$ cat src/rtl/core/ttwr_pkg.sv
// Shared constants, register indexes and transaction types of the window readout.
package ttwr_pkg;

   localparam int PRE_DEPTH     = 32;
   localparam int SAMPLE_BITS   = 14;
   localparam int PTR_BITS      = (PRE_DEPTH > 1) ? $clog2(PRE_DEPTH) : 1;
   localparam int CNT_BITS      = $clog2(PRE_DEPTH + 1);
   localparam int TICK_BITS     = 16;
   localparam int STOP_BITS     = TICK_BITS + 1;
   localparam int BASE_BITS     = 14;
   localparam int PRE_LEN_BITS  = 6;
   localparam int CH_BITS       = 10;
   localparam int CSR_IDX_BITS  = 3;
   localparam int CSR_DATA_BITS = 16;
   localparam int AMP_BITS      = ((SAMPLE_BITS > BASE_BITS) ? SAMPLE_BITS : BASE_BITS) + 2;

   localparam logic [CSR_IDX_BITS-1:0] REG_BASELINE  = 3'd0;
   localparam logic [CSR_IDX_BITS-1:0] REG_THRESHOLD = 3'd1;
   localparam logic [CSR_IDX_BITS-1:0] REG_NEG_POL   = 3'd2;
   localparam logic [CSR_IDX_BITS-1:0] REG_PRE_LEN   = 3'd3;
   localparam logic [CSR_IDX_BITS-1:0] REG_POST_LEN  = 3'd4;
   localparam logic [CSR_IDX_BITS-1:0] REG_REC_LEN   = 3'd5;
   localparam logic [CSR_IDX_BITS-1:0] REG_CHANNEL   = 3'd6;

   typedef struct packed {
      logic [SAMPLE_BITS-1:0] sample;
      logic                   forced_trigger;
   } ttwr_req_type;

   typedef struct packed {
      logic [SAMPLE_BITS-1:0] out_sample;
      logic [TICK_BITS-1:0]   segment_start_tick;
      logic [CH_BITS-1:0]     out_channel;
      logic                   first_of_segment;
      logic                   last_of_segment;
   } ttwr_rsp_type;

   typedef struct packed {
      logic [BASE_BITS-1:0]    baseline;
      logic [BASE_BITS-1:0]    threshold;
      logic                    negative_polarity;
      logic [PRE_LEN_BITS-1:0] pretrigger_len;
      logic [TICK_BITS-1:0]    posttrigger_len;
      logic [TICK_BITS-1:0]    record_length;
      logic [CH_BITS-1:0]      channel_id;
   } ttwr_cfg_type;

   // Window control state kept in flops.
   typedef struct packed {
      logic [TICK_BITS-1:0] tick;
      logic [PTR_BITS-1:0]  ptr;
      logic                 above;
      logic                 open;
      logic [TICK_BITS-1:0] start;
      logic [STOP_BITS-1:0] stop;
   } ttwr_ctl_type;

   // Per-item decision from the trigger unit.
   typedef struct packed {
      ttwr_ctl_type         nxt;
      logic                 emit;
      logic                 first;
      logic                 last;
      logic [TICK_BITS-1:0] seg_start;
      logic                 burst;
      logic [CNT_BITS-1:0]  cnt;
      logic [PTR_BITS-1:0]  rd_ptr;
   } ttwr_dec_type;

endpackage

$ cat src/rtl/core/threshold_trigger_window_readout.sv
// Top level of the self-triggered digitizer window readout for one channel.
//
// One ADC sample enters per req transaction, with an optional forced (beam
// gate) trigger. A trigger fires when the polarity-corrected amplitude first
// reaches the threshold, or on the forced flag. A trigger with no window open
// opens one and sends the buffered pre-trigger samples, oldest first, then the
// current sample; a trigger inside an open window moves its stop tick later.
// Every sample inside an open window goes out as one rsp transaction tagged
// with the window's start tick and the channel number; the final sample of a
// window carries last_of_segment. The tick counter wraps after record_length
// samples and every record closes its window. Items that open no window with
// buffered history stream at one per clock while the rsp side takes results.
// An item that opens a window with n buffered pre-trigger samples (n up to
// PRE_DEPTH) holds req off until its burst is done: the history ring has one
// read port with a registered read, and each buffered sample is read and then
// emitted in two steps before the current sample goes out and is written back.
// A single output register holds each result; a stalled rsp side stalls req.
// Registers are written over the csr channel, which is always ready; the user
// must write them only while the block is idle, and the block does not enforce it.
module threshold_trigger_window_readout (
   input  logic                               clock,
   input  logic                               reset,
   input  logic                               req_valid,
   output logic                               req_ready,
   input  ttwr_pkg::ttwr_req_type             req_data,
   output logic                               rsp_valid,
   input  logic                               rsp_ready,
   output ttwr_pkg::ttwr_rsp_type             rsp_data,
   input  logic                               csr_valid,
   output logic                               csr_ready,
   input  logic [ttwr_pkg::CSR_IDX_BITS-1:0]  csr_index,
   input  logic [ttwr_pkg::CSR_DATA_BITS-1:0] csr_wr_data
);
   import ttwr_pkg::*;

   // Sequencer states.
   localparam logic [1:0] S_IDLE = 2'd0;  // accept the next sample
   localparam logic [1:0] S_READ = 2'd1;  // read one pre-trigger sample
   localparam logic [1:0] S_EMIT = 2'd2;  // send the sample just read
   localparam logic [1:0] S_CUR  = 2'd3;  // send the current sample, write it back

   logic [1:0]             state_ff, state_in;
   ttwr_cfg_type           cfg_ff, cfg_in;
   ttwr_ctl_type           ctl_ff, ctl_in;
   ttwr_dec_type           dec;
   logic                   rsp_valid_ff, rsp_valid_in;
   ttwr_rsp_type           rsp_data_ff, rsp_data_in;

   // Work registers of a burst in progress.
   logic [SAMPLE_BITS-1:0] cur_sample_ff, cur_sample_in;
   logic [PTR_BITS-1:0]    cur_addr_ff, cur_addr_in;
   logic                   cur_last_ff, cur_last_in;
   logic [TICK_BITS-1:0]   seg_start_ff, seg_start_in;
   logic [PTR_BITS-1:0]    rd_ptr_ff, rd_ptr_in;
   logic [CNT_BITS-1:0]    cnt_ff, cnt_in;
   logic                   burst_first_ff, burst_first_in;

   logic                   out_free;
   logic                   accept;
   logic                   ring_wr_en;
   logic [PTR_BITS-1:0]    ring_wr_addr;
   logic [SAMPLE_BITS-1:0] ring_wr_data;
   logic                   ring_rd_en;
   logic [SAMPLE_BITS-1:0] ring_rd_data;

   assign out_free  = ~rsp_valid_ff | rsp_ready;
   assign req_ready = (state_ff == S_IDLE) & out_free;
   assign accept    = req_valid & req_ready;
   assign csr_ready = 1'b1;
   assign rsp_valid = rsp_valid_ff;
   assign rsp_data  = rsp_data_ff;

   ttwr_trig u_trig (
      .cfg (cfg_ff),
      .ctl (ctl_ff),
      .req (req_data),
      .dec (dec)
   );

   // The current sample goes into the ring only after any burst has read the
   // history, so a full-depth pre-trigger span still sees the oldest entry.
   assign ring_wr_en   = (accept & ~dec.burst) | ((state_ff == S_CUR) & out_free);
   assign ring_wr_addr = (state_ff == S_IDLE) ? ctl_ff.ptr : cur_addr_ff;
   assign ring_wr_data = (state_ff == S_IDLE) ? req_data.sample : cur_sample_ff;
   assign ring_rd_en   = (state_ff == S_READ);

   ttwr_ring u_ring (
      .clock   (clock),
      .reset   (reset),
      .wr_en   (ring_wr_en),
      .wr_addr (ring_wr_addr),
      .wr_data (ring_wr_data),
      .rd_en   (ring_rd_en),
      .rd_addr (rd_ptr_ff),
      .rd_data (ring_rd_data)
   );

   // Configuration registers.
   always_comb begin
      cfg_in = cfg_ff;
      if (csr_valid && csr_ready) begin
         case (csr_index)
            REG_BASELINE:  cfg_in.baseline          = csr_wr_data[BASE_BITS-1:0];
            REG_THRESHOLD: cfg_in.threshold         = csr_wr_data[BASE_BITS-1:0];
            REG_NEG_POL:   cfg_in.negative_polarity = csr_wr_data[0];
            REG_PRE_LEN:   cfg_in.pretrigger_len    = csr_wr_data[PRE_LEN_BITS-1:0];
            REG_POST_LEN:  cfg_in.posttrigger_len   = csr_wr_data[TICK_BITS-1:0];
            REG_REC_LEN:   cfg_in.record_length     = csr_wr_data[TICK_BITS-1:0];
            REG_CHANNEL:   cfg_in.channel_id        = csr_wr_data[CH_BITS-1:0];
            default:       cfg_in = cfg_ff;
         endcase
      end
   end

   // Sequencer, window state and output register.
   always_comb begin
      state_in       = state_ff;
      ctl_in         = ctl_ff;
      rsp_valid_in   = rsp_valid_ff & ~rsp_ready;
      rsp_data_in    = rsp_data_ff;
      cur_sample_in  = cur_sample_ff;
      cur_addr_in    = cur_addr_ff;
      cur_last_in    = cur_last_ff;
      seg_start_in   = seg_start_ff;
      rd_ptr_in      = rd_ptr_ff;
      cnt_in         = cnt_ff;
      burst_first_in = burst_first_ff;

      case (state_ff)
         S_IDLE: begin
            if (accept) begin
               // Window state commits at once; the burst runs on copies.
               ctl_in = dec.nxt;
               if (dec.burst) begin
                  cur_sample_in  = req_data.sample;
                  cur_addr_in    = ctl_ff.ptr;
                  cur_last_in    = dec.last;
                  seg_start_in   = dec.seg_start;
                  rd_ptr_in      = dec.rd_ptr;
                  cnt_in         = dec.cnt;
                  burst_first_in = 1'b1;
                  state_in       = S_READ;
               end else if (dec.emit) begin
                  rsp_valid_in                   = 1'b1;
                  rsp_data_in.out_sample         = req_data.sample;
                  rsp_data_in.segment_start_tick = dec.seg_start;
                  rsp_data_in.out_channel        = cfg_ff.channel_id;
                  rsp_data_in.first_of_segment   = dec.first;
                  rsp_data_in.last_of_segment    = dec.last;
               end
            end
         end
         S_READ: begin
            state_in = S_EMIT;
         end
         S_EMIT: begin
            if (out_free) begin
               rsp_valid_in                   = 1'b1;
               rsp_data_in.out_sample         = ring_rd_data;
               rsp_data_in.segment_start_tick = seg_start_ff;
               rsp_data_in.out_channel        = cfg_ff.channel_id;
               rsp_data_in.first_of_segment   = burst_first_ff;
               rsp_data_in.last_of_segment    = 1'b0;
               burst_first_in = 1'b0;
               rd_ptr_in      = (rd_ptr_ff == PTR_BITS'(PRE_DEPTH - 1))
                                ? '0 : rd_ptr_ff + PTR_BITS'(1);
               cnt_in         = cnt_ff - CNT_BITS'(1);
               state_in       = (cnt_ff == CNT_BITS'(1)) ? S_CUR : S_READ;
            end
         end
         S_CUR: begin
            if (out_free) begin
               rsp_valid_in                   = 1'b1;
               rsp_data_in.out_sample         = cur_sample_ff;
               rsp_data_in.segment_start_tick = seg_start_ff;
               rsp_data_in.out_channel        = cfg_ff.channel_id;
               rsp_data_in.first_of_segment   = 1'b0;
               rsp_data_in.last_of_segment    = cur_last_ff;
               state_in = S_IDLE;
            end
         end
         default: begin
            state_in = S_IDLE;
         end
      endcase
   end

   always_ff @(posedge clock) begin
      if (reset) begin
         state_ff                 <= S_IDLE;
         rsp_valid_ff             <= 1'b0;
         cfg_ff.baseline          <= BASE_BITS'(8000);
         cfg_ff.threshold         <= BASE_BITS'(13);
         cfg_ff.negative_polarity <= 1'b1;
         cfg_ff.pretrigger_len    <= PRE_LEN_BITS'(8);
         cfg_ff.posttrigger_len   <= TICK_BITS'(24);
         cfg_ff.record_length     <= TICK_BITS'(4096);
         cfg_ff.channel_id        <= '0;
         ctl_ff.tick              <= '0;
         ctl_ff.ptr               <= '0;
         ctl_ff.above             <= 1'b0;
         ctl_ff.open              <= 1'b0;
         ctl_ff.start             <= '0;
         ctl_ff.stop              <= STOP_BITS'(4096);
         cnt_ff                   <= '0;
         burst_first_ff           <= 1'b0;
      end else begin
         state_ff       <= state_in;
         rsp_valid_ff   <= rsp_valid_in;
         cfg_ff         <= cfg_in;
         ctl_ff         <= ctl_in;
         cnt_ff         <= cnt_in;
         burst_first_ff <= burst_first_in;
      end
   end

   // Payload registers hold without reset.
   always_ff @(posedge clock) begin
      rsp_data_ff   <= rsp_data_in;
      cur_sample_ff <= cur_sample_in;
      cur_addr_ff   <= cur_addr_in;
      cur_last_ff   <= cur_last_in;
      seg_start_ff  <= seg_start_in;
      rd_ptr_ff     <= rd_ptr_in;
   end

endmodule

$ cat src/rtl/core/ttwr_ram.sv
// Generic single-port-write, single-port-read RAM with registered read data.
module ttwr_ram #(
   parameter int WIDTH = 14,
   parameter int DEPTH = 32
) (
   input  logic                                        clock,
   input  logic                                        wr_en,
   input  logic [((DEPTH > 1) ? $clog2(DEPTH) : 1)-1:0] wr_addr,
   input  logic [WIDTH-1:0]                            wr_data,
   input  logic                                        rd_en,
   input  logic [((DEPTH > 1) ? $clog2(DEPTH) : 1)-1:0] rd_addr,
   output logic [WIDTH-1:0]                            rd_data
);

   logic [WIDTH-1:0] mem_ff [DEPTH];
   logic [WIDTH-1:0] rd_data_ff;

   always_ff @(posedge clock) begin
      if (wr_en) begin
         mem_ff[wr_addr] <= wr_data;
      end
      if (rd_en) begin
         rd_data_ff <= mem_ff[rd_addr];
      end
   end

   assign rd_data = rd_data_ff;

endmodule

$ cat src/rtl/core/ttwr_ring.sv
// Pre-trigger history ring: RAM plus per-entry written flags so unwritten entries read as zero.
module ttwr_ring (
   input  logic                            clock,
   input  logic                            reset,
   input  logic                            wr_en,
   input  logic [ttwr_pkg::PTR_BITS-1:0]    wr_addr,
   input  logic [ttwr_pkg::SAMPLE_BITS-1:0] wr_data,
   input  logic                            rd_en,
   input  logic [ttwr_pkg::PTR_BITS-1:0]    rd_addr,
   output logic [ttwr_pkg::SAMPLE_BITS-1:0] rd_data
);
   import ttwr_pkg::*;

   logic [PRE_DEPTH-1:0]   vld_ff;
   logic [PRE_DEPTH-1:0]   vld_in;
   logic                   rd_vld_ff;
   logic                   rd_vld_in;
   logic [SAMPLE_BITS-1:0] ram_q;

   always_comb begin
      vld_in = vld_ff;
      if (wr_en) begin
         vld_in[wr_addr] = 1'b1;
      end
      rd_vld_in = rd_en ? vld_ff[rd_addr] : rd_vld_ff;
   end

   always_ff @(posedge clock) begin
      if (reset) begin
         vld_ff    <= '0;
         rd_vld_ff <= 1'b0;
      end else begin
         vld_ff    <= vld_in;
         rd_vld_ff <= rd_vld_in;
      end
   end

   ttwr_ram #(
      .WIDTH (SAMPLE_BITS),
      .DEPTH (PRE_DEPTH)
   ) u_ram (
      .clock   (clock),
      .wr_en   (wr_en),
      .wr_addr (wr_addr),
      .wr_data (wr_data),
      .rd_en   (rd_en),
      .rd_addr (rd_addr),
      .rd_data (ram_q)
   );

   assign rd_data = rd_vld_ff ? ram_q : '0;

endmodule

$ cat src/rtl/core/ttwr_trig.sv
// Trigger detection and window bound update for one accepted sample.
module ttwr_trig (
   input  ttwr_pkg::ttwr_cfg_type cfg,
   input  ttwr_pkg::ttwr_ctl_type ctl,
   input  ttwr_pkg::ttwr_req_type req,
   output ttwr_pkg::ttwr_dec_type dec
);
   import ttwr_pkg::*;

   logic [TICK_BITS-1:0]   len;
   logic [TICK_BITS-1:0]   post;
   logic [CNT_BITS-1:0]    pre;
   logic [STOP_BITS-1:0]   i_plus1;
   logic                   rec_end;
   logic signed [AMP_BITS-1:0] amp;
   logic                   ge;
   logic                   trig;
   logic [TICK_BITS-1:0]   rem;
   logic [STOP_BITS-1:0]   stop_new;
   logic                   opening;
   logic                   i_gt_pre;
   logic [TICK_BITS-1:0]   start_new;
   logic [CNT_BITS-1:0]    cnt;
   logic [STOP_BITS-1:0]   stop_eff;
   logic                   open_eff;
   logic                   closing;
   logic [CNT_BITS:0]      ptr_ext;
   logic [CNT_BITS:0]      cnt_ext;

   always_comb begin
      len  = (cfg.record_length == '0) ? TICK_BITS'(1) : cfg.record_length;
      post = (cfg.posttrigger_len == '0) ? TICK_BITS'(1) : cfg.posttrigger_len;
      pre  = ({1'b0, cfg.pretrigger_len} > (PRE_LEN_BITS + 1)'(PRE_DEPTH))
             ? CNT_BITS'(PRE_DEPTH) : CNT_BITS'(cfg.pretrigger_len);

      i_plus1 = {1'b0, ctl.tick} + STOP_BITS'(1);
      rec_end = i_plus1 >= {1'b0, len};

      // Polarity-corrected amplitude against the threshold.
      if (cfg.negative_polarity) begin
         amp = $signed(AMP_BITS'(cfg.baseline)) - $signed(AMP_BITS'(req.sample));
      end else begin
         amp = $signed(AMP_BITS'(req.sample)) - $signed(AMP_BITS'(cfg.baseline));
      end
      ge   = amp >= $signed(AMP_BITS'(cfg.threshold));
      trig = req.forced_trigger | (~ctl.above & ge);

      // Stop tick, clamped to the record end.
      rem = len - TICK_BITS'(1) - ctl.tick;
      if (!rec_end && (rem > post)) begin
         stop_new = {1'b0, ctl.tick} + {1'b0, post};
      end else begin
         stop_new = {1'b0, len};
      end

      opening  = trig & ~ctl.open;
      i_gt_pre = ctl.tick > TICK_BITS'(pre);
      if (opening) begin
         start_new = i_gt_pre ? (ctl.tick - TICK_BITS'(pre)) : '0;
         cnt       = i_gt_pre ? pre : CNT_BITS'(ctl.tick);
      end else begin
         start_new = ctl.start;
         cnt       = '0;
      end
      stop_eff = trig ? stop_new : ctl.stop;
      open_eff = ctl.open | trig;
      closing  = (i_plus1 == stop_eff) | rec_end;

      // Ring slot of the oldest pre-trigger sample.
      ptr_ext = (CNT_BITS + 1)'(ctl.ptr);
      cnt_ext = (CNT_BITS + 1)'(cnt);
      if (ptr_ext >= cnt_ext) begin
         dec.rd_ptr = PTR_BITS'(ptr_ext - cnt_ext);
      end else begin
         dec.rd_ptr = PTR_BITS'(ptr_ext + (CNT_BITS + 1)'(PRE_DEPTH) - cnt_ext);
      end

      dec.emit      = open_eff;
      dec.first     = opening & (cnt == '0);
      dec.last      = closing;
      dec.seg_start = start_new;
      dec.burst     = opening & (cnt != '0);
      dec.cnt       = cnt;

      if (rec_end) begin
         dec.nxt.tick  = '0;
         dec.nxt.ptr   = '0;
         dec.nxt.above = 1'b0;
         dec.nxt.open  = 1'b0;
         dec.nxt.start = '0;
         dec.nxt.stop  = {1'b0, len};
      end else begin
         dec.nxt.tick  = ctl.tick + TICK_BITS'(1);
         dec.nxt.ptr   = (ctl.ptr == PTR_BITS'(PRE_DEPTH - 1)) ? '0 : ctl.ptr + PTR_BITS'(1);
         dec.nxt.above = ge;
         dec.nxt.open  = open_eff & ~closing;
         dec.nxt.start = start_new;
         dec.nxt.stop  = stop_eff;
      end
   end

endmodule

$ cat config.mk
export PLATFORM = sky130hd
export DESIGN_NAME = threshold_trigger_window_readout
export DESIGN_NICKNAME = d
export VERILOG_FILES = /design/src/rtl/core/ttwr_pkg.sv /design/src/rtl/core/threshold_trigger_window_readout.sv /design/src/rtl/core/ttwr_ram.sv /design/src/rtl/core/ttwr_ring.sv /design/src/rtl/core/ttwr_trig.sv
export SDC_FILE = /design/constraint.sdc
export NUM_CORES = 1
export LEC_CHECK = 0
export BUFFER_PORTS_ARGS = -buffer_cell sky130_fd_sc_hd__buf_4
export CAP_MARGIN = 0
export CORE_AREA = 4 4 241 290
export CTS_BUF_LIST = sky130_fd_sc_hd__clkbuf_2
export DETAILED_ROUTE_END_ITERATION = 10
export DIE_AREA = 0 0 245 294
export PLACE_DENSITY = 0.72
export SLEW_MARGIN = 20
export SYNTH_ARGS = -nofsm -noshare
export SYNTH_HDL_FRONTEND = slang
export SYNTH_SLANG_ARGS = --single-unit
$ cat constraint.sdc
create_clock -name clock -period 9.8 [get_ports clock]
set_input_delay 0.98 -clock clock [delete_from_list [all_inputs] [get_ports clock]]
set_output_delay 0.98 -clock clock [all_outputs]
set_load 0.1 [all_outputs]
* Word level (Yosys, flattened, before mapping)
Memories as Yosys holds them, arrays and structs flattened. A register that Yosys moved wholly into a read port is not among the register bits. Index checks and enable logic that the tools add are counted.
Word-level totals: register bits after elaboration 259, bits in writable memories 448, input port bits 39, output and inout port bits 45, logic and storage cells 170, memories 1
Memories:
- u_ring.u_ram.mem_ff | words 32, width 14, read ports 1, clocked after Yosys merged registers in 1, wr ports 1, line ttwr_ram.sv:15 | logic [WIDTH-1:0] mem_ff [DEPTH];
Cells by class: $add $sub $neg 14, order comparisons 9, equal/unequal tests 19, mux-type cells 52, bitwise logic cells 22, reductions and logical operators 24
Operators by type and width (count):
- two-way mux 42 bit | 5
- case mux 42 bit (3 select lines) | 1
- two-way mux 16 bit | 5
- two-way mux 56 bit | 1
- two-way mux 6 bit | 6
- two-way mux 5 bit | 7
- two-way mux 17 bit | 2
- zero test 16 bit | 2
- bitwise OR 32 bit | 1
- subtractor 14 x 14 -> 15 bit | 2
- two-way mux 14 bit | 2
- adder 16 x 1 -> 17 bit (second input constant) | 1
- adder 16 x 16 -> 17 bit | 1
- equality test 17 bit | 1
- >= comparator 17 x 16 -> 1 bit | 1
- adder 16 x 1 -> 16 bit (second input constant) | 1
- >= comparator 16 x 15 -> 1 bit | 1
- greater-than comparator 16 bit | 1
- greater-than comparator 16 x 6 -> 1 bit | 1
- AND reduction 2 bit | 8
- subtractor 16 x 1 -> 16 bit (second input constant) | 1
- subtractor 16 bit | 1
- subtractor 16 x 6 -> 16 bit | 1
- adder 5 x 1 -> 5 bit (second input constant) | 3
- other kinds (38) | 84

* Longest topological paths before layout
Gate-level depths: netlist of run 1.
depth after elaboration 14, depth in mapped cells 29, depth with buffers taken out 27

* Cells and area by module
Synthesis of run 1 repeated with hierarchy kept, for this count alone.
Second synthesis, totals: cells, all modules 3000, area, all modules 34658.2 um^2
By module, submodules not included:
- ttwr_ram | instances 1, cells an instance 1006, area an instance 18151.2 um^2, seq. area each 13873.3 um^2
- threshold_trigger_window_readout | instances 1, cells an instance 857, area an instance 8628.3 um^2, seq. area each 5355.1 um^2
- ttwr_trig | instances 1, cells an instance 961, area an instance 6388.6 um^2, seq. area each 0.0 um^2
- ttwr_ring | instances 1, cells an instance 176, area an instance 1490.2 um^2, seq. area each 660.6 um^2

* Worst setup path after synthesis of run 1
Ideal clock, no wire load.
path type input to register, from input req_data[2] in the netlist's numbering, to register rsp_data_ff (netlist bit rsp_data[0]) (enable), library setup time 0.398 ns, arrival 5.461 ns, required time 9.402 ns, slack 3.941 ns, stages on the path 20, buffers on the path 2, cell sequence inv_1 -> ha_1 -> a21o_1 -> a21oi_1 -> mux2_2 -> o221a_2 -> o21ai_0 -> a31oi_1 -> o21ai_0 -> a31oi_1 -> xnor2_1 -> ha_1 -> o21a_1 -> nor2_1 -> nor4_2 -> a41oi_2 -> clkbuf_1 -> clkbuf_1 -> a211oi_1 -> a21o_1
On the way: word-level cells in the longest chain between the ends 11, elaborated cells between the ends (all ways) 14, those cells by class add/sub: 2; order compare: 1; eq/ne: 2; mux: 2; bitwise: 5; reduce/logical: 2
RTL lines:
- start: declaration | line threshold_trigger_window_readout.sv:25 | input ttwr_pkg::ttwr_req_type req_data,
- subtractor 14 x 14 -> 15 bit (on tied branches) | line ttwr_trig.sv:43, ttwr_trig.sv:41
- two-way mux 16 bit (*) | line ttwr_trig.sv:40 | if (cfg.negative_polarity) begin
- >= comparator 16 x 15 -> 1 bit (*) | line ttwr_trig.sv:45 | ge = amp >= $signed(AMP_BITS'(cfg.threshold));
- AND 1 bit (*) | line ttwr_trig.sv:46 | trig = req.forced_trigger | (~ctl.above & ge);
- bitwise OR 1 bit (*) | line ttwr_trig.sv:46
- AND 1 bit | line ttwr_trig.sv:56 | opening = trig & ~ctl.open;
- two-way mux 6 bit | line ttwr_trig.sv:58 | if (opening) begin
- nonzero test 6 bit | line ttwr_trig.sv:82 | dec.burst = opening & (cnt != '0);
- AND 1 bit | line ttwr_trig.sv:82
- inequality test 2 bit (no line)
- AND reduction 6 bit (no line) (*)
- end signal: assignment | line threshold_trigger_window_readout.sv:219 | rsp_data_ff <= rsp_data_in;
- end: declaration | line threshold_trigger_window_readout.sv:47 | ttwr_rsp_type rsp_data_ff, rsp_data_in;
Mark *: on every way between the ends. The rest lies on a longest branch, timed or not. A chain may end at the register's enable or synchronous reset.

* Final worst setup path of run 1
from register cfg_ff[48] in the netlist's numbering, to memory u_ring.u_ram.mem_ff[9][7] (enable)
On the way: word-level cells in the longest chain between the ends 13
RTL lines:
- start: declaration | line threshold_trigger_window_readout.sv:43 | ttwr_cfg_type cfg_ff, cfg_in;
- start signal: assignment | line threshold_trigger_window_readout.sv:210 | cfg_ff <= cfg_in;
- two-way mux 16 bit (*) | line ttwr_trig.sv:40
- >= comparator 16 x 15 -> 1 bit (*) | line ttwr_trig.sv:45
- AND 1 bit (*) | line ttwr_trig.sv:46
- bitwise OR 1 bit (*) | line ttwr_trig.sv:46
- AND 1 bit (*) | line ttwr_trig.sv:56
- two-way mux 6 bit | line ttwr_trig.sv:58
- nonzero test 6 bit | line ttwr_trig.sv:82
- AND 1 bit (*) | line ttwr_trig.sv:82
- NOT 1 bit (*) | line threshold_trigger_window_readout.sv:82 | assign ring_wr_en = (accept & ~dec.burst) | ((state_ff == S_CUR) & out_free);
- AND 1 bit (*) | line threshold_trigger_window_readout.sv:82
- bitwise OR 1 bit (*) | line threshold_trigger_window_readout.sv:82
- two-way mux 1 bit (*) | line ttwr_ram.sv:19 | if (wr_en) begin
- two-way mux 1 bit (not written as such) (*) | line ttwr_ram.sv:20 | mem_ff[wr_addr] <= wr_data;
- end: declaration | line ttwr_ram.sv:15
Marked as above.

==> results of run 1 <==
==> per-stage QoR <==
stage                     instance area [µm²]  power [µW]  util (%)
after floorplan                         33300        4210         -
after global placement                  34600        4500      51.8
after detailed placement                34600        4520      51.8
after CTS                               36600        6520      54.8
after global routing                    36700        6770      54.9
final                                   36700        6470      54.9
==> synthesized netlist by cell type, drive strengths merged, types with 33 or more instances <==
| cell type | instances |
|---|---|
| edfxtp | 545 |
| nand2 | 237 |
| a21oi | 177 |
| nor2 | 177 |
| dfxtp | 176 |
| mux4 | 150 |
| inv | 130 |
| clkbuf | 127 |
| ha | 122 |
| xnor2 | 64 |
| o21ai | 59 |
| nor3 | 50 |
| mux2 | 49 |
| a22oi | 35 |
| o2bb2ai | 33 |
==> what timing repair did <==
| item | 4_1_cts | 5_1_grt |
|---|---|---|
| setup endpoints to repair | 0 | 0 |
| gates resized for setup | 0 | 0 |
| endpoints found under the hold margin | 105 | 0 |
| hold buffers | 37 | 0 |
==> power breakdown <==
group | leakage, µW | internal, µW | total [µW] | switching, µW
Combinational | 0.00533 | 334 | 1020 | 690
Clock | 0.00120 | 772 | 1990 | 1220
Sequential | 0.00637 | 3400 | 3450 | 49.3
Total | 0.0129 | 4510 | 6470 | 1960
==> path summary, 6_finish.rpt <==
kind	start	to	cells after the start
max	cfg_ff[48]$_SDFFE_PP1P_	u_ring.u_ram.mem_ff[9][7]$_DFFE_PP_	18
min	reset	cfg_ff[11]$_SDFFE_PP0P_	2
max reg2reg	cfg_ff[48]$_SDFFE_PP1P_	u_ring.u_ram.mem_ff[9][7]$_DFFE_PP_	18
min reg2reg	cfg_ff[5]$_SDFFE_PP0P_	rsp_data[7]$_DFFE_PP_	0
==> worst max-delay path, cell delays in order (launching register included) <==
cell and delay, ns:
dfxtp_1 0.95, mux2_2 0.44, o221a_2 0.26, o21ai_0 0.29
a31oi_1 0.18, o21ai_0 0.33, a31oi_1 0.15, xnor2_1 0.14
ha_1 0.27, o21a_1 0.10, nor2_1 0.13, nor4_2 0.08
a41oi_2 0.22, buf_4 0.30, or2_1 0.71, a311oi_4 0.13
o32ai_1 0.53, nand2_1 0.61, nor2_1 1.06
==> kinds of logic (layout without fill, tap and decap cells) <==
| group | after synthesis | in the layout | share of synthesized area [%] |
|---|---|---|---|
| buffers and inverters | 282 | 584 | 3.28 |
| AO/OA/AOI/OAI | 474 | 474 | 9.43 |
| other | 1 | 3 | 0.0113 |
| adder cells (fa/ha/maj) | 127 | 127 | 4.88 |
| AND/OR/NAND/NOR | 588 | 588 | 7.79 |
| flip-flops | 721 | 721 | 59.7 |
| XOR/XNOR | 87 | 87 | 2.29 |
| multiplexers | 225 | 225 | 12.6 |
==> layer usage <==
layer	GRT usage, %	share of wire (%)	vias up
met5	0	0	-
met2	39.6	48	1020
met4	12.9	5.5	0
met3	4.73	6.9	216
met1	30.6	39	10900
li1	-	-	9883
==> layout make-up <==
type,count,share of cell area [%]
flip-flops and latches,721,54.2
well taps,901,3.07
multi-input cells,1502,33.8
repair buffers,140,3.15
inverters,131,1.34
clock buffers,245,3.34
clock inverters,68,1.09
diodes,2,0.0136
==> state kept, by name (all words and copies together), names as in the netlist, 6 cells and up <==
name / cells
cfg_ff: 77
ctl_ff: 56
cnt_ff: 6
u_ring.u_ram.mem_ff: 448
rsp_data: 42
u_ring.vld_ff: 32
seg_start_ff: 16
u_ring.u_ram.rd_data: 14
cur_sample_ff: 14
==> results.py, run 1 <==
metrics = {
    "grt": {
        "grt_max_degree": 124,
        "grt_pass1_vias": 22100,
        "grt_overflow": 0,
        "grt_util_all_layers_pct": 24.2,
        "antenna_found_initial": 1,
        "grt_first_pass_wirelength_mm": 133,
    },
    "logic_synthesis": {
        "synth_seq_cells": 721,
        "netlist_top_cells_area": "edfxtp_1, dfxtp_1, mux4_2",
        "yosysUniqueCellTypes": 83,
        "synth_area_um2": 33300,
        "synthArstFlopShare_pct": 0,
        "ys_warn_count": 0,
        "synth_edf_count": 545,
        "syn_avg_cell_area_um2": 13.3,
        "synthFlopType": "edfxtp_1",
        "synth_nets": 2671,
        "synth_largest_area_cell": "edfxtp_1",
        "synth_top_area_share_pct": 49.1,
        "synth_seq_area_share_pct": 59.7,
        "netlist_instances": 2505,
    },
    "die": {
        "fp.dieW_um": 245,
        "rows": 104,
        "top_level_ports": 84,
        "initial_utilization_pct": 49.8,
        "coreArea_um2": 66900,
        "die_area_um2": 72000,
        "die_h_um": 294,
    },
    "clocking": {
        "cts_max_level": 4,
        "cts_buffers": 172,
        "cts_sinks": 721,
        "clkLatencyLatePin_ns": 1.41,
        "cts_tree": "done",
        "cts_root_buf": "clkbuf_2",
        "post-cts-setup-buffer-count": 0,
        "clock_path_buffers": 3,
        "clk_pin_slew_ns": 0.11,
    },
    "sta": {
        "slew_headroom_pct": 23.1,
        "clock_skew_ns": 0.169,
        "setup_viol": 0,
        "setup_ws_ns": 2.44,
        "rsz0062_at_grt": "false",
        "fmax_mhz": 136,
        "finalHoldViolCount": 0,
        "period_share_pct": 75.1,
        "holdWs_ns": 0.150,
        "tightest_slew_ns": 1.15,
        "setup_tns_ns": 0,
        "finalCriticalPeriod_ns": 7.36,
        "final-max-slew-violation-count": 0,
    },
    "placement": {
        "port-buffer-count": 82,
        "dp_cells": 3358,
        "dp_hpwl_mm": 59.1,
        "finalWeightedCongestion": 1.00,
        "dp_slack_ns": 1.91,
    },
    "finish": {
        "drive_gt1_share_pct": 22.4,
        "area_delta_synth_final_pct": 10.2,
        "final_cell_mix": "edfxtp_1, clkbuf_2, nand2_1",
        "fin_cells": 3710,
        "seq_area_um2": 19900,
        "fill_cells": 5571,
        "mostFrequentLayoutCell": "edfxtp_1",
        "multiInputGateArea_um2": 12400,
        "nNetsFinal": 2834,
    },
    "critical_path": {
        "path_max_fanout": 25,
        "cp-start-kind": "flip-flop",
        "arrival_ns": 8.30,
        "end_kind": "flip-flop",
        "rrSetupSlack_ns": 2.44,
        "path_class": "flip-flop to flip-flop",
        "crit_required_ns": 10.75,
    },
    "route": {
        "drt-initial-drc-count": 1944,
        "wl_per_cell_um": 23.5,
        "vias": 22000,
        "dr.pass1.iters": 6,
        "routed_wl_mm": 87.3,
        "antenna_left": 0,
        "vias_per_cell": 5.92,
        "drc_errors": 0,
    },
    "min_path": {
        "hold_class": "input port to flip-flop",
    },
    "status": {
        "status": "finished clean",
    },
    "power": {
        "p_per_area_nw_per_um2": 176,
        "p_leak_uw": 0.0129,
        "vdd_drop_max_v": 0.000139,
    },
    "job": {
        "drv_cap": 0,
    },
}
Note: power is estimated with default switching activity, not from simulation.
==> inputs of run 2 (changes only) <==
PLACE_DENSITY = 0.74   (was 0.72)
clock period = 6.4 ns   (was 9.8 ns; I/O delays follow)
==> results.py, run 2 (synthesis gave the netlist of run 1 again) <==
metrics = {
    "grt": {
        "antenna_found_initial": 4,
        "grt_overflow": 0,
        "grt_pass1_vias": 22800,
        "met1_usage_pct": 28.7,
        "grt-busiest-layer": "met2",
        "gr-usage-met3_pct": 4.95,
        "grt_util_all_layers_pct": 24.5,
        "grt_first_pass_wirelength_mm": 134,
        "use_met2_pct": 42.5,
        "grt_max_degree": 124,
    },
    "status": {
        "status": "finished clean",
    },
    "finish": {
        "drive_gt1_share_pct": 23.7,
        "final_cell_mix": "edfxtp_1, clkbuf_2, nand2_1",
        "largestRegisters": "u_ring.u_ram.mem_ff x448, cfg_ff x77, ctl_ff x56",
        "largest_reg_flops": 448,
        "nNetsFinal": 2936,
        "finalInstanceArea_um2": 37700,
        "area_delta_synth_final_pct": 13.1,
        "mostFrequentLayoutCell": "edfxtp_1",
        "fill_cells": 5420,
        "top_register": "u_ring.u_ram.mem_ff",
    },
    "clocking": {
        "cts_buffers": 173,
        "cts_tree": "done",
        "cts_root_buf": "clkbuf_2",
        "clk_pin_slew_ns": 0.12,
        "cts_max_level": 4,
        "clock_path_buffers": 3,
        "cts_sinks": 721,
        "clkLatencyLatePin_ns": 1.36,
    },
    "sta": {
        "finalCriticalPeriod_ns": 5.97,
        "setup_viol": 0,
        "period_share_pct": 93.3,
        "setup_tns_ns": 0,
        "slew_headroom_pct": 28.3,
        "final-max-slew-violation-count": 0,
        "fmax_mhz": 167,
        "tightest_slew_ns": 1.07,
        "clock_skew_ns": 0.0854,
        "rsz0062_at_grt": "false",
        "finalHoldViolCount": 0,
    },
    "die": {
        "coreArea_um2": 66900,
        "initial_utilization_pct": 49.8,
        "top_level_ports": 84,
        "die_area_um2": 72000,
        "fp.dieW_um": 245,
        "die_h_um": 294,
        "rows": 104,
    },
    "job": {
        "drv_cap": 0,
    },
    "route": {
        "wl_per_cell_um": 23.2,
        "drt-initial-drc-count": 1908,
        "routed_wl_mm": 88.7,
        "antenna_left": 0,
        "dr.pass1.iters": 8,
        "vias": 22300,
        "vias_per_cell": 5.85,
        "drc_errors": 0,
    },
    "placement": {
        "port-buffer-count": 82,
        "dpl-instance-area_um2": 35200,
        "dp_hpwl_mm": 58.4,
        "finalWeightedCongestion": 0.971,
    },
    "critical_path": {
        "arrival_ns": 7.12,
        "path_max_fanout": 29,
        "end_kind": "flip-flop",
        "path_class": "flip-flop to flip-flop",
        "crit_required_ns": 7.55,
        "cp-start-kind": "flip-flop",
    },
    "power": {
        "p_per_area_nw_per_um2": 265,
        "p_leak_uw": 0.0135,
        "vdd_drop_max_v": 0.000193,
    },
    "min_path": {
        "hold_class": "input port to flip-flop",
    },
}
==> run 2: cell types whose count changed in the layout (fill, tap and decap cells not counted), moves of 4 or more <==
cell           before  now
nor2_2             27    2
diode_2             2    6
dlygate4sd3_1      37   72
nor2_1            150  175
clkinv_1           45   36
o21ai_0            53   49
buf_4             102  164
clkbuf_2          245  256
==> run 2: area by class of cell <==
class	count	area, µm²	share of cell area [%]
diodes	6	15.0	0.0399
clock buffers	256	1280	3.40
clock inverters	59	407	1.08
inverters	131	493	1.31
multi-input cells	1502	12400	32.9
flip-flops and latches	721	19900	52.8
well taps	901	1130	2.99
repair buffers	241	2060	5.47
==> run 2: power by group <==
group          total, µW  internal (µW)  switching [µW]  leakage (µW)
Combinational       1600            554            1040       0.00588
Sequential          5270           5210            61.7       0.00637
Clock               3130           1270            1860       0.00125
==> run 2: what timing repair did <==
| item | in CTS | in global routing |
|---|---|---|
| pin swaps | 0 | 1 |
| hold endpoints to repair | 169 | 0 |
| gates resized for setup | 2 | 15 |
| hold buffers | 72 | 0 |
| buffers inserted | 0 | 1 |
| endpoints found under the setup margin | 3 | 3 |
==> run 2: metal layers <==
metal | share of wire (%) | vias up
met4 | 5.7 | 0
met2 | 51 | 936
met3 | 6.1 | 217
li1 | - | 10100
met5 | 0 | -
met1 | 37 | 11100
==> run 2: per-stage QoR <==
| stage | utilization [%] | worst slack (ns) | hold WS [ns] | instances | power [µW] |
|---|---|---|---|---|---|
| after floorplan | - | 0.872 | 0.408 | 2505 | 6450 |
| after global placement | 52.5 | 0.162 | 0.414 | 3422 | 6890 |
| after detailed placement | 52.6 | -0.0768 | 0.420 | 3422 | 6910 |
| after CTS | 56.2 | 0.0801 | 0.000395 | 3809 | 10100 |
| after global routing | 56.3 | 0.0146 | 0.0109 | 3816 | 10500 |
| final | 56.3 | 0.427 | 0.123 | 3817 | 10000 |
==> run 2: critical path, stage by stage, from the launching register on <==
cell	delay, ns
dfxtp_1	0.36
nor4_1	0.06
buf_4	0.13
a41o_1	0.29
ha_1	0.24
ha_1	0.22
o21a_1	0.21
o21a_1	0.19
o21a_1	0.19
o21ai_2	0.15
a21boi_2	0.09
o21ai_2	0.16
a21oi_2	0.08
o41ai_2	0.37
o311ai_0	0.22
ha_1	0.37
and4_1	0.23
o2111ai_1	0.15
a41o_1	0.24
a21oi_2	0.21
nand2b_1	0.13
buf_12	0.19
mux2_2	0.28
mux2i_1	0.20
xor2_1	0.20
nand4_1	0.11
nand4b_1	0.27
a22oi_1	0.23
==> run 2: path summary, 6_finish.rpt <==
check	end	from	depth (start not counted)	slack, ns
hold reg to reg	rsp_data[4]$_DFFE_PP_	cfg_ff[2]$_SDFFE_PP0P_	0	0.44
hold / removal	cur_sample_ff[9]$_DFFE_PP_	req_data[10]	2	0.12
setup / recovery	rsp_data[0]$_DFFE_PP_	cfg_ff[18]$_SDFFE_PP0P_	27	0.43
setup reg to reg	rsp_data[0]$_DFFE_PP_	cfg_ff[18]$_SDFFE_PP0P_	27	0.43
